File: config.mk
export PLATFORM = sky130hd
export DESIGN_NAME = battery_voltage_gauge_top
export DESIGN_NICKNAME = d
export VERILOG_FILES = /design/src/sv/bvg_pkg.sv /design/src/sv/bvg_ctrl.sv /design/src/sv/bvg_dpath.sv /design/src/sv/battery_voltage_gauge_top.sv
export SDC_FILE = /design/constraint.sdc
export NUM_CORES = 1
export LEC_CHECK = 0
export BUFFER_PORTS_ARGS = -buffer_cell sky130_fd_sc_hd__clkbuf_2
export CORE_MARGIN = 1.5
export CORE_UTILIZATION = 40
export DETAILED_ROUTE_END_ITERATION = 16
export PLACE_DENSITY = 0.57
export SLEW_MARGIN = 10
export SYNTH_ARGS = -nofsm -noshare
export SYNTH_HDL_FRONTEND = slang
export SYNTH_SLANG_ARGS = --single-unit
File: constraint.sdc
create_clock -name clk -period 6.82 [get_ports clk]
set_input_delay 0.682 -clock clk [delete_from_list [all_inputs] [get_ports clk]]
set_output_delay 0.682 -clock clk [all_outputs]
set_load 0.02 [all_outputs]
File: src/sv/bvg_pkg.sv
// ----------------------------------------------------------------------------
// Battery voltage gauge package
// Shared widths, constants, charge curve and controller command types.
// ----------------------------------------------------------------------------
package bvg_pkg;

  localparam int SAMPLE_W = 12;
  localparam int SCALE_W  = 13;
  localparam int BATT_W   = 15;
  localparam int PCT_W    = 7;
  localparam int VOLT_W   = 19;
  localparam int PROD_W   = 25;
  localparam int DVS_W    = 13;
  localparam int QUO_W    = 5;
  localparam int BIT_W    = 3;
  localparam int KNEES    = 6;

  localparam logic [SCALE_W-1:0] SCALE_RESET = 13'd4096;

  // Plausible window on avg * scale: 2500 mV and 4500 mV times 1024.
  localparam logic [PROD_W-1:0] PLAUS_LO = 25'd2560000;
  localparam logic [PROD_W-1:0] PLAUS_HI = 25'd4608000;

  // Charge curve knees in 1/16 mV and their charge levels.
  localparam logic [VOLT_W-1:0] KNEE_V [KNEES] = '{
    19'd54400, 19'd57600, 19'd59200, 19'd60800, 19'd63200, 19'd67200
  };
  localparam logic [PCT_W-1:0] KNEE_PCT [KNEES] = '{
    7'd0, 7'd10, 7'd25, 7'd50, 7'd75, 7'd100
  };
  localparam logic [PCT_W-1:0] PCT_FULL = 7'd100;

  localparam logic [BIT_W-1:0] PCT_TOP_BIT = 3'd4;

  typedef struct packed {
    logic             accept;
    logic             avg_div;
    logic             div_step;
    logic [BIT_W-1:0] div_bit;
    logic             mul;
    logic             filt;
    logic             num;
    logic             pct_load;
    logic             out_load;
  } bvg_cmd_t;

  typedef struct packed {
    logic last;
    logic out_free;
  } bvg_stat_t;

endpackage

File: src/sv/bvg_ctrl.sv
// ----------------------------------------------------------------------------
// Battery voltage gauge controller
// Sequences sample accumulation, the two divisions, scaling, smoothing and
// the result hand-off.
// ----------------------------------------------------------------------------
module bvg_ctrl (
  input  logic             clk,
  input  logic             rst,
  input  logic             s_tvalid,
  output logic             s_tready,
  input  bvg_pkg::bvg_stat_t stat,
  output bvg_pkg::bvg_cmd_t  cmd
);
  import bvg_pkg::*;

  localparam logic [2:0] S_IDLE  = 3'd0;
  localparam logic [2:0] S_DIV_A = 3'd1;
  localparam logic [2:0] S_MUL   = 3'd2;
  localparam logic [2:0] S_FILT  = 3'd3;
  localparam logic [2:0] S_NUM   = 3'd4;
  localparam logic [2:0] S_PLOAD = 3'd5;
  localparam logic [2:0] S_DIV_P = 3'd6;
  localparam logic [2:0] S_OUT   = 3'd7;

  logic [2:0]       state, state_next;
  logic [BIT_W-1:0] bit_idx, bit_idx_next;

  always_ff @(posedge clk) begin
    if (rst) begin
      state   <= S_IDLE;
      bit_idx <= '0;
    end else begin
      state   <= state_next;
      bit_idx <= bit_idx_next;
    end
  end

  always_comb begin
    state_next   = state;
    bit_idx_next = bit_idx;
    s_tready     = 1'b0;
    cmd          = '0;
    cmd.div_bit  = bit_idx;
    case (state)
      S_IDLE: begin
        s_tready   = 1'b1;
        cmd.accept = s_tvalid;
        if (s_tvalid && stat.last) begin
          state_next = S_DIV_A;
        end
      end
      S_DIV_A: begin
        cmd.avg_div = 1'b1;
        state_next  = S_MUL;
      end
      S_MUL: begin
        cmd.mul    = 1'b1;
        state_next = S_FILT;
      end
      S_FILT: begin
        cmd.filt   = 1'b1;
        state_next = S_NUM;
      end
      S_NUM: begin
        cmd.num    = 1'b1;
        state_next = S_PLOAD;
      end
      S_PLOAD: begin
        cmd.pct_load = 1'b1;
        bit_idx_next = PCT_TOP_BIT;
        state_next   = S_DIV_P;
      end
      S_DIV_P: begin
        cmd.div_step = 1'b1;
        if (bit_idx == '0) begin
          state_next = S_OUT;
        end else begin
          bit_idx_next = bit_idx - 1'b1;
        end
      end
      S_OUT: begin
        if (stat.out_free) begin
          cmd.out_load = 1'b1;
          state_next   = S_IDLE;
        end
      end
      default: begin
        state_next = S_IDLE;
      end
    endcase
  end

endmodule

File: src/sv/bvg_dpath.sv
// ----------------------------------------------------------------------------
// Battery voltage gauge datapath
// Sample accumulator, reciprocal-multiply average, trim multiplier, smoothing
// filter, charge curve lookup with a restoring divider and output register.
// ----------------------------------------------------------------------------
module bvg_dpath #(
  parameter int SAMPLES_PER_READING = 16
) (
  input  logic                          clk,
  input  logic                          rst,
  input  bvg_pkg::bvg_cmd_t             cmd,
  output bvg_pkg::bvg_stat_t            stat,
  input  logic [bvg_pkg::SAMPLE_W-1:0]  sample,
  input  logic                          cfg_wen,
  input  logic [bvg_pkg::SCALE_W-1:0]   cfg_wdata,
  input  logic                          m_tready,
  output logic                          m_tvalid,
  output logic [39:0]                   m_tdata,
  output logic                          m_tuser
);
  import bvg_pkg::*;

  localparam int CNT_W = $clog2(SAMPLES_PER_READING);
  localparam int SUM_W = SAMPLE_W + CNT_W;
  localparam int REM_W = (SUM_W > 18) ? SUM_W : 18;
  localparam int HALF  = SAMPLES_PER_READING / 2;

  // The rounded total stays below 2^SUM_W, so a reciprocal with
  // SUM_W + CNT_W fraction bits gives the exact quotient.
  localparam int RECIP_SH = SUM_W + CNT_W;
  localparam int RECIP_W  = SUM_W + 2;
  localparam int MULT_W   = SUM_W + RECIP_W;
  localparam logic [RECIP_W-1:0] RECIP = RECIP_W'(
    ((1 << RECIP_SH) + SAMPLES_PER_READING - 1) / SAMPLES_PER_READING);

  logic [SCALE_W-1:0]  scale;
  logic [SUM_W-1:0]    sum;
  logic [CNT_W-1:0]    count;
  logic [REM_W-1:0]    rem;
  logic [DVS_W-1:0]    dvs;
  logic [QUO_W-1:0]    quo;
  logic [SAMPLE_W-1:0] avg;
  logic [PROD_W-1:0]   prod;
  logic [VOLT_W-1:0]   filtv;
  logic                vvalid;
  logic [PCT_W-1:0]    pct_base;
  logic [16:0]         num;
  logic [11:0]         den;

  logic                last;
  logic [MULT_W-1:0]   avg_prod;
  logic [REM_W-1:0]    rem_sh;
  logic [REM_W-1:0]    dvs_sh;
  logic                plaus;
  logic [VOLT_W-1:0]   meas;
  logic [20:0]         smooth;
  logic [19:0]         bsum;
  logic [BATT_W-1:0]   bmv;
  logic [2:0]          seg;
  logic [VOLT_W-1:0]   lo_v;
  logic [11:0]         diff;
  logic [PCT_W-1:0]    dp_full;
  logic [4:0]          dp;
  logic [11:0]         seg_den;
  logic [PCT_W-1:0]    base_next;
  logic                interp;
  logic [PCT_W-1:0]    pct;

  assign last          = (count == CNT_W'(SAMPLES_PER_READING - 1));
  assign stat.last     = last;
  assign stat.out_free = !m_tvalid || m_tready;

  assign avg_prod = MULT_W'(rem[SUM_W-1:0]) * MULT_W'(RECIP);

  assign rem_sh = rem >> cmd.div_bit;
  assign dvs_sh = REM_W'(dvs) << cmd.div_bit;

  assign plaus  = (prod >= PLAUS_LO) && (prod <= PLAUS_HI);
  assign meas   = VOLT_W'((prod + 25'd32) >> 6);
  assign smooth = {2'b00, filtv} + {1'b0, filtv, 1'b0} + {2'b00, meas} + 21'd2;
  assign bsum   = {1'b0, filtv} + 20'd8;
  assign bmv    = bsum[18:4];
  assign pct    = pct_base + PCT_W'(quo);

  always_comb begin
    seg = 3'd5;
    for (int i = KNEES - 1; i >= 1; i--) begin
      if (filtv <= KNEE_V[i]) begin
        seg = 3'(i);
      end
    end
    lo_v    = KNEE_V[seg - 3'd1];
    diff    = 12'(filtv - lo_v);
    dp_full = KNEE_PCT[seg] - KNEE_PCT[seg - 3'd1];
    dp      = dp_full[4:0];
    seg_den = 12'(KNEE_V[seg] - lo_v);
    if (!vvalid || filtv <= KNEE_V[0]) begin
      interp    = 1'b0;
      base_next = '0;
    end else if (filtv > KNEE_V[KNEES-1]) begin
      interp    = 1'b0;
      base_next = PCT_FULL;
    end else begin
      interp    = 1'b1;
      base_next = KNEE_PCT[seg - 3'd1];
    end
  end

  always_ff @(posedge clk) begin
    if (rst) begin
      scale    <= SCALE_RESET;
      sum      <= '0;
      count    <= '0;
      filtv    <= '0;
      vvalid   <= 1'b0;
      m_tvalid <= 1'b0;
    end else begin
      if (cmd.accept) begin
        if (last) begin
          sum   <= '0;
          count <= '0;
        end else begin
          sum   <= sum + SUM_W'(sample);
          count <= count + 1'b1;
        end
      end
      if (cmd.filt) begin
        filtv  <= (plaus && vvalid) ? smooth[20:2] : meas;
        vvalid <= plaus;
      end
      if (cfg_wen) begin
        scale  <= cfg_wdata;
        vvalid <= 1'b0;
      end
      if (cmd.out_load) begin
        m_tvalid <= 1'b1;
      end else if (m_tready) begin
        m_tvalid <= 1'b0;
      end
    end
  end

  always_ff @(posedge clk) begin
    if (cmd.accept && last) begin
      rem <= REM_W'(sum) + REM_W'(sample) + REM_W'(HALF);
    end else if (cmd.pct_load) begin
      rem <= REM_W'({num, 1'b0}) + REM_W'(den);
      dvs <= {den, 1'b0};
      quo <= '0;
    end else if (cmd.div_step && (rem_sh >= REM_W'(dvs))) begin
      rem              <= rem - dvs_sh;
      quo[cmd.div_bit] <= 1'b1;
    end
    if (cmd.avg_div) begin
      avg <= avg_prod[RECIP_SH +: SAMPLE_W];
    end
    if (cmd.mul) begin
      prod <= PROD_W'(avg) * PROD_W'(scale);
    end
    if (cmd.num) begin
      pct_base <= base_next;
      num      <= interp ? 17'(diff) * 17'(dp) : '0;
      den      <= interp ? seg_den : 12'd1;
    end
    if (cmd.out_load) begin
      m_tdata <= {6'b0, pct, bmv, avg};
      m_tuser <= vvalid;
    end
  end

endmodule

File: src/sv/battery_voltage_gauge_top.sv
// ----------------------------------------------------------------------------
// Battery voltage gauge top level
// Every sample of a reading is accumulated; the final one, once accepted,
// starts one average step, 4 scaling/filter steps, 5 charge-divide steps
// and the output load. No new sample is accepted until the output load,
// which waits while the output register holds a result not yet taken.
// Reset is synchronous; it restores a trim of 4096, clears the accumulator,
// the filter and its validity.
// ----------------------------------------------------------------------------
module battery_voltage_gauge_top #(
  parameter int SAMPLES_PER_READING = 16
) (
  input  logic        clk,
  input  logic        rst,
  input  logic        s_tvalid,
  output logic        s_tready,
  input  logic [15:0] s_tdata,   // [11:0] adc_sample_mv
  output logic        m_tvalid,
  input  logic        m_tready,
  output logic [39:0] m_tdata,   // [11:0] adc_average_mv, [26:12] battery_mv,
                                 // [33:27] charge_percent
  output logic        m_tuser,   // [0] reading_valid
  input  logic        cfg_wen,
  input  logic [12:0] cfg_wdata
);
  import bvg_pkg::*;

  bvg_cmd_t  cmd;
  bvg_stat_t stat;

  bvg_ctrl u_ctrl (
    .clk      (clk),
    .rst      (rst),
    .s_tvalid (s_tvalid),
    .s_tready (s_tready),
    .stat     (stat),
    .cmd      (cmd)
  );

  bvg_dpath #(
    .SAMPLES_PER_READING (SAMPLES_PER_READING)
  ) u_dpath (
    .clk       (clk),
    .rst       (rst),
    .cmd       (cmd),
    .stat      (stat),
    .sample    (s_tdata[SAMPLE_W-1:0]),
    .cfg_wen   (cfg_wen),
    .cfg_wdata (cfg_wdata),
    .m_tready  (m_tready),
    .m_tvalid  (m_tvalid),
    .m_tdata   (m_tdata),
    .m_tuser   (m_tuser)
  );

  // An implausible reading reports no charge.
  a_pct_zero_invalid: assert property (@(posedge clk) disable iff (rst)
    m_tvalid && !m_tuser |-> m_tdata[33:27] == 7'd0)
    else $error("charge reported for an implausible reading");

  // A valid reading never reports more than full charge.
  a_pct_range: assert property (@(posedge clk) disable iff (rst)
    m_tvalid && m_tuser |-> m_tdata[33:27] <= 7'd100)
    else $error("charge above full");

  // Smoothing of plausible voltages stays inside the plausible window.
  a_volt_window: assert property (@(posedge clk) disable iff (rst)
    m_tvalid && m_tuser |-> m_tdata[26:12] >= 15'd2500 && m_tdata[26:12] <= 15'd4500)
    else $error("valid reading outside the plausible voltage window");

  // The input side stalls while a final sample is being processed.
  a_busy_stall: assert property (@(posedge clk) disable iff (rst)
    s_tvalid && s_tready && stat.last |=> !s_tready)
    else $error("input accepted while a reading is in progress");

endmodule

==> metrics list <==
- The flow ran to the end, and the final reports show no timing, DRC or antenna violations.
* Width of the chip: 225.9 um
- The worst hold path belongs to the class input port to flop.
* Vias per inst: 5.265
* Least setup slack across all paths after layout: 0.2405 ns
- In the final layout, the share of cells above drive strength 1 is 0.1340.
- Number of cells after detailed placement: 2904
- A synthesized cell averages 9.192 sq um.
- The first global-routing pass estimated 83060 um of wire.
- The analysis attributes to net switching a power of 2.320 mW.
* Post-synthesis cell type count: 92
- Synth Area in Compound Gates: 0.1243
* Slowest Stage Delay on Critical Path: 0.56 ns
* Launch point of the worst hold path: cfg_wdata[3]
* Number of placement rows: 81
* Number of port buffers: 66
* Count of mapped cells out of synthesis: 2162
* Share of the synthesized netlist area taken by xor and xnor gates: 0.06384
* Nets@finish: 2656
- Max-Slew Margin vs Limit: 0.1988
- Worst Hold Path EP: u_dpath.scale[3]
- Final count of pins violating max slew: 0
- Across the routed clock network, the largest skew measured is 0.01232 ns.
- Timing analysis after detailed placement gives a worst setup slack of -0.1690 ns.
- Last weighted congestion value of the routability-driven placer: 0.8818
- Clk pwr share: 0.195
- In this run the clock root is driven by a clkbuf_16.
- Endpoint kind of the worst setup timing path: flop
* Total routing resource utilization after global routing: 0.2091
* Area share of and/or/nand/nor cells after synthesis: 0.1671
- Detailed-route DRC error count: 0
- Height of the die: 225.9 um
- Dominant combinational cell family by area after synthesis: adder cells
* Vias in the first global route: 15676
- Relative to the synthesized area, the layout overhead comes to 12.85%.
- Number of standard cells in the layout, taps in and fillers out: 2947
- Share of power burned in combinational logic: 0.525
* Worst endpoint data arrival time: 6.81 ns
* Max-cap viol count: 0
- The share of total power dissipated in sequential elements is 0.280.
* Antenna cell count: 0
- Hold Path Cell Cnt: 3
- Pin placement for this block handled 77 I/O pins.
* Placed cell areas: 21400 sq um
* Cell area after layout: 22430 sq um
* Total number of yosys warnings: 0
* Pwr dens: 245.4 nW/um^2
- The die covers 51030 sq um.
* Final setup vio count: 0
* Synth Register Bits: 195
* Clock transition at the registers of the reported paths: 0.09 ns
* Detailed-route via count: 15517
- Cell count of the worst reg-to-reg path: 31
- End of the worst register-to-register path: u_dpath.num[15]
* Critical path required time: 7.05 ns
- Clock latency on the worst-skew pair, taken at its later pin, is 0.50 ns.
- The clock passes through at most 2 buffers.
- Post-synth design cell area: 19870 sq um
- TritonCTS built the clock tree.
* Post-DRT Antenna Nets: 0
* Synth Flop Type: edfxtp_1
* Crit path max fanout: 6
- For the finished layout, the period the worst path requires is 6.579 ns.
- Slowest library cell on the worst path: fa_1
- Sequential-to-total area share from yosys stat: 0.2644
* Int Pwr: 3.183 mW
- Share of cell area taken by muxes after synthesis: 0.02795
- The floorplan step defined a core boundary enclosing 48950 sq um.
- Number of sinks driven by the clock tree: 195
* Period utilization: 0.9647
* Leakage power total: 9.994 nW
- Antenna violations before repair: 0
- Worst ir drop on vdd: 0.0002185 V
- Timing-limited maximum frequency: 152.0 MHz
- In this run, post-CTS hold repair placed 0 buffers.
- Number of buffers created by CTS: 17
- DRC violation total after the first TritonRoute iteration: 956
* Startpoint Class: flop
- Entering global routing, the biggest net connects 61 pins.
- Overall overflow remaining after global route: 0
- The final layout contains routed wiring with a total length of 51020 um.
* Setup slack on the worst flop-to-flop path: 0.24 ns
- Number of optimization iterations in the first detailed-route pass: 5
- Number of H-tree levels: 4
* Effective utilization at floorplan: 0.4060
* Critical register-to-register path startpoint: u_dpath.filtv[8]
- Counting flops with a built-in enable in the synthesized netlist gives 135.
- Switching share of total power: 0.4217
* Ys async rst share: 0
- Number of hold-slack violations in the final timing report: 0
- Critical path class: flop to flop
- After detailed routing, the average wire length per cell comes to 17.31 um.
* Post-synthesis adder-cell area fraction: 0.2828
- For the pin with the worst max-slew slack, the measured transition is 1.199 ns.
- After legalization and detailed placement, the total HPWL measured 40230 um.
critical path: cells and delay by family, from the launching register on:
family / cells / cell delay [ns]
adder cells (fa/ha/maj): 7 / 2.66
buffers and inverters: 7 / 0.64
AO/OA/AOI/OAI: 10 / 1.68
flip-flops: 1 / 0.38
XOR/XNOR: 2 / 0.29
AND/OR/NAND/NOR: 5 / 0.62
area by class of cell:
| class | count | area [sq um] |
|---|---|---|
| Clock buffer | 17 | 425.4 |
| Inverter | 259 | 972.2 |
| Multi-Input combinational cell | 1623 | 13580 |
| Timing Repair Buffer | 174 | 1152 |
| Tap cell | 664 | 830.8 |
| Fill cell | 4744 | 26520 |
| Clock inverter | 15 | 191.4 |
| Sequential cell | 195 | 5271 |
power groups by stage:
stage          sequential, mW  clock (mW)  combinational [mW]
3_5_place_dp             1.57           0                2.76
5_1_grt                  1.55        1.15                3.31
4_1_cts                  1.54        1.11                2.82
6_report                 1.54        1.07                2.89
3_3_place_gp             1.56           0                2.75
2_1_floorplan            1.48           0                2.13
sequential cells by signal, indices dropped and copies added (netlist names):
name and count:
u_ctrl.bit_idx 3, u_ctrl.state 3, u_dpath.avg 12, u_dpath.count 4, u_dpath.den 8, u_dpath.dvs 8, u_dpath.filtv 19, u_dpath.m_tdata 34
u_dpath.m_tuser 1, u_dpath.m_tvalid 1, u_dpath.num 17, u_dpath.pct_base 7, u_dpath.prod 25, u_dpath.quo 5, u_dpath.rem 18, u_dpath.scale 13
u_dpath.sum 16, u_dpath.vvalid 1
metal layers:
layer / vias up / global-route usage / wire (um)
met4: 0 / 0.07512 / 1347
li1: 7545 / - / -
met3: 75 / 0.03253 / 2112
met1: 7585 / 0.2863 / 24260
met2: 312 / 0.3340 / 23300
met5: - / 0 / 0
cells by family after synthesis:
family / count (synthesis)
XOR/XNOR: 144
multiplexers: 52
flip-flops: 195
AND/OR/NAND/NOR: 698
other: 1
buffers and inverters: 349
AO/OA/AOI/OAI: 371
adder cells (fa/ha/maj): 352
synthesized netlist by cell type (24+ instances only):
| library cell | instances | share of area |
|---|---|---|
| mux2i_1 | 42 | 0.021 |
| inv_1 | 256 | 0.048 |
| edfxtp_1 | 135 | 0.20 |
| ha_1 | 190 | 0.12 |
| o21ai_0 | 67 | 0.017 |
| nor2_1 | 194 | 0.037 |
| clkbuf_1 | 64 | 0.012 |
| xor2_1 | 59 | 0.026 |
| dfxtp_1 | 60 | 0.060 |
| nand3_1 | 47 | 0.012 |
| a211oi_1 | 42 | 0.016 |
| and2_1 | 56 | 0.018 |
| nand2_1 | 214 | 0.040 |
| fa_1 | 162 | 0.16 |
| a21oi_1 | 96 | 0.024 |
| and3_1 | 24 | 0.0076 |
| xnor2_1 | 84 | 0.037 |
| nand2b_1 | 28 | 0.0088 |
| nor3_1 | 37 | 0.0093 |
repair_timing:
action / in CTS / in global routing
pin swaps: 0 / 36
gates resized for setup: 9 / 59
setup buffers: 1 / 10
setup endpoints to repair: 4 / 7
layout by cell type, fill, tap and decap left out, types with 80 or more instances in the layout:
| master | netlist | routed |
|---|---|---|
| inv_1 | 256 | 251 |
| nand2_1 | 214 | 213 |
| nor2_1 | 194 | 187 |
| ha_1 | 190 | 180 |
| fa_1 | 162 | 159 |
| edfxtp_1 | 135 | 135 |
| buf_4 | 7 | 105 |
| a21oi_1 | 96 | 90 |
| xnor2_1 | 84 | 80 |
worst max path at each step:
stage	slack (ns)	depth (start not counted)	start	endpoint
after floorplan	0.006	34	u_dpath.filtv[3]	u_dpath.num[16]
after global placement	-0.09	30	u_dpath.filtv[16]	u_dpath.num[15]
after detailed placement	-0.17	30	u_dpath.filtv[16]	u_dpath.num[15]
after CTS	0.01	29	u_dpath.filtv[8]	u_dpath.num[15]
after global routing	-0.04	31	u_dpath.filtv[10]	u_dpath.num[16]
final	0.24	31	u_dpath.filtv[8]	u_dpath.num[15]
through the flow:
stage               setup TNS [ns]  power (mW)    util  hold WS (ns)
finish                           0       5.503  0.4582        0.4124
global route              -0.05604       6.001  0.4582        0.4031
CTS                              0       5.462  0.4508        0.3734
detailed placement         -0.4225       4.322  0.4372        0.4744
global placement           -0.1911       4.310  0.4372        0.4628
floorplan                        0       3.607       -        0.4273
No activity file was read; power rests on OpenSTA's default activity.
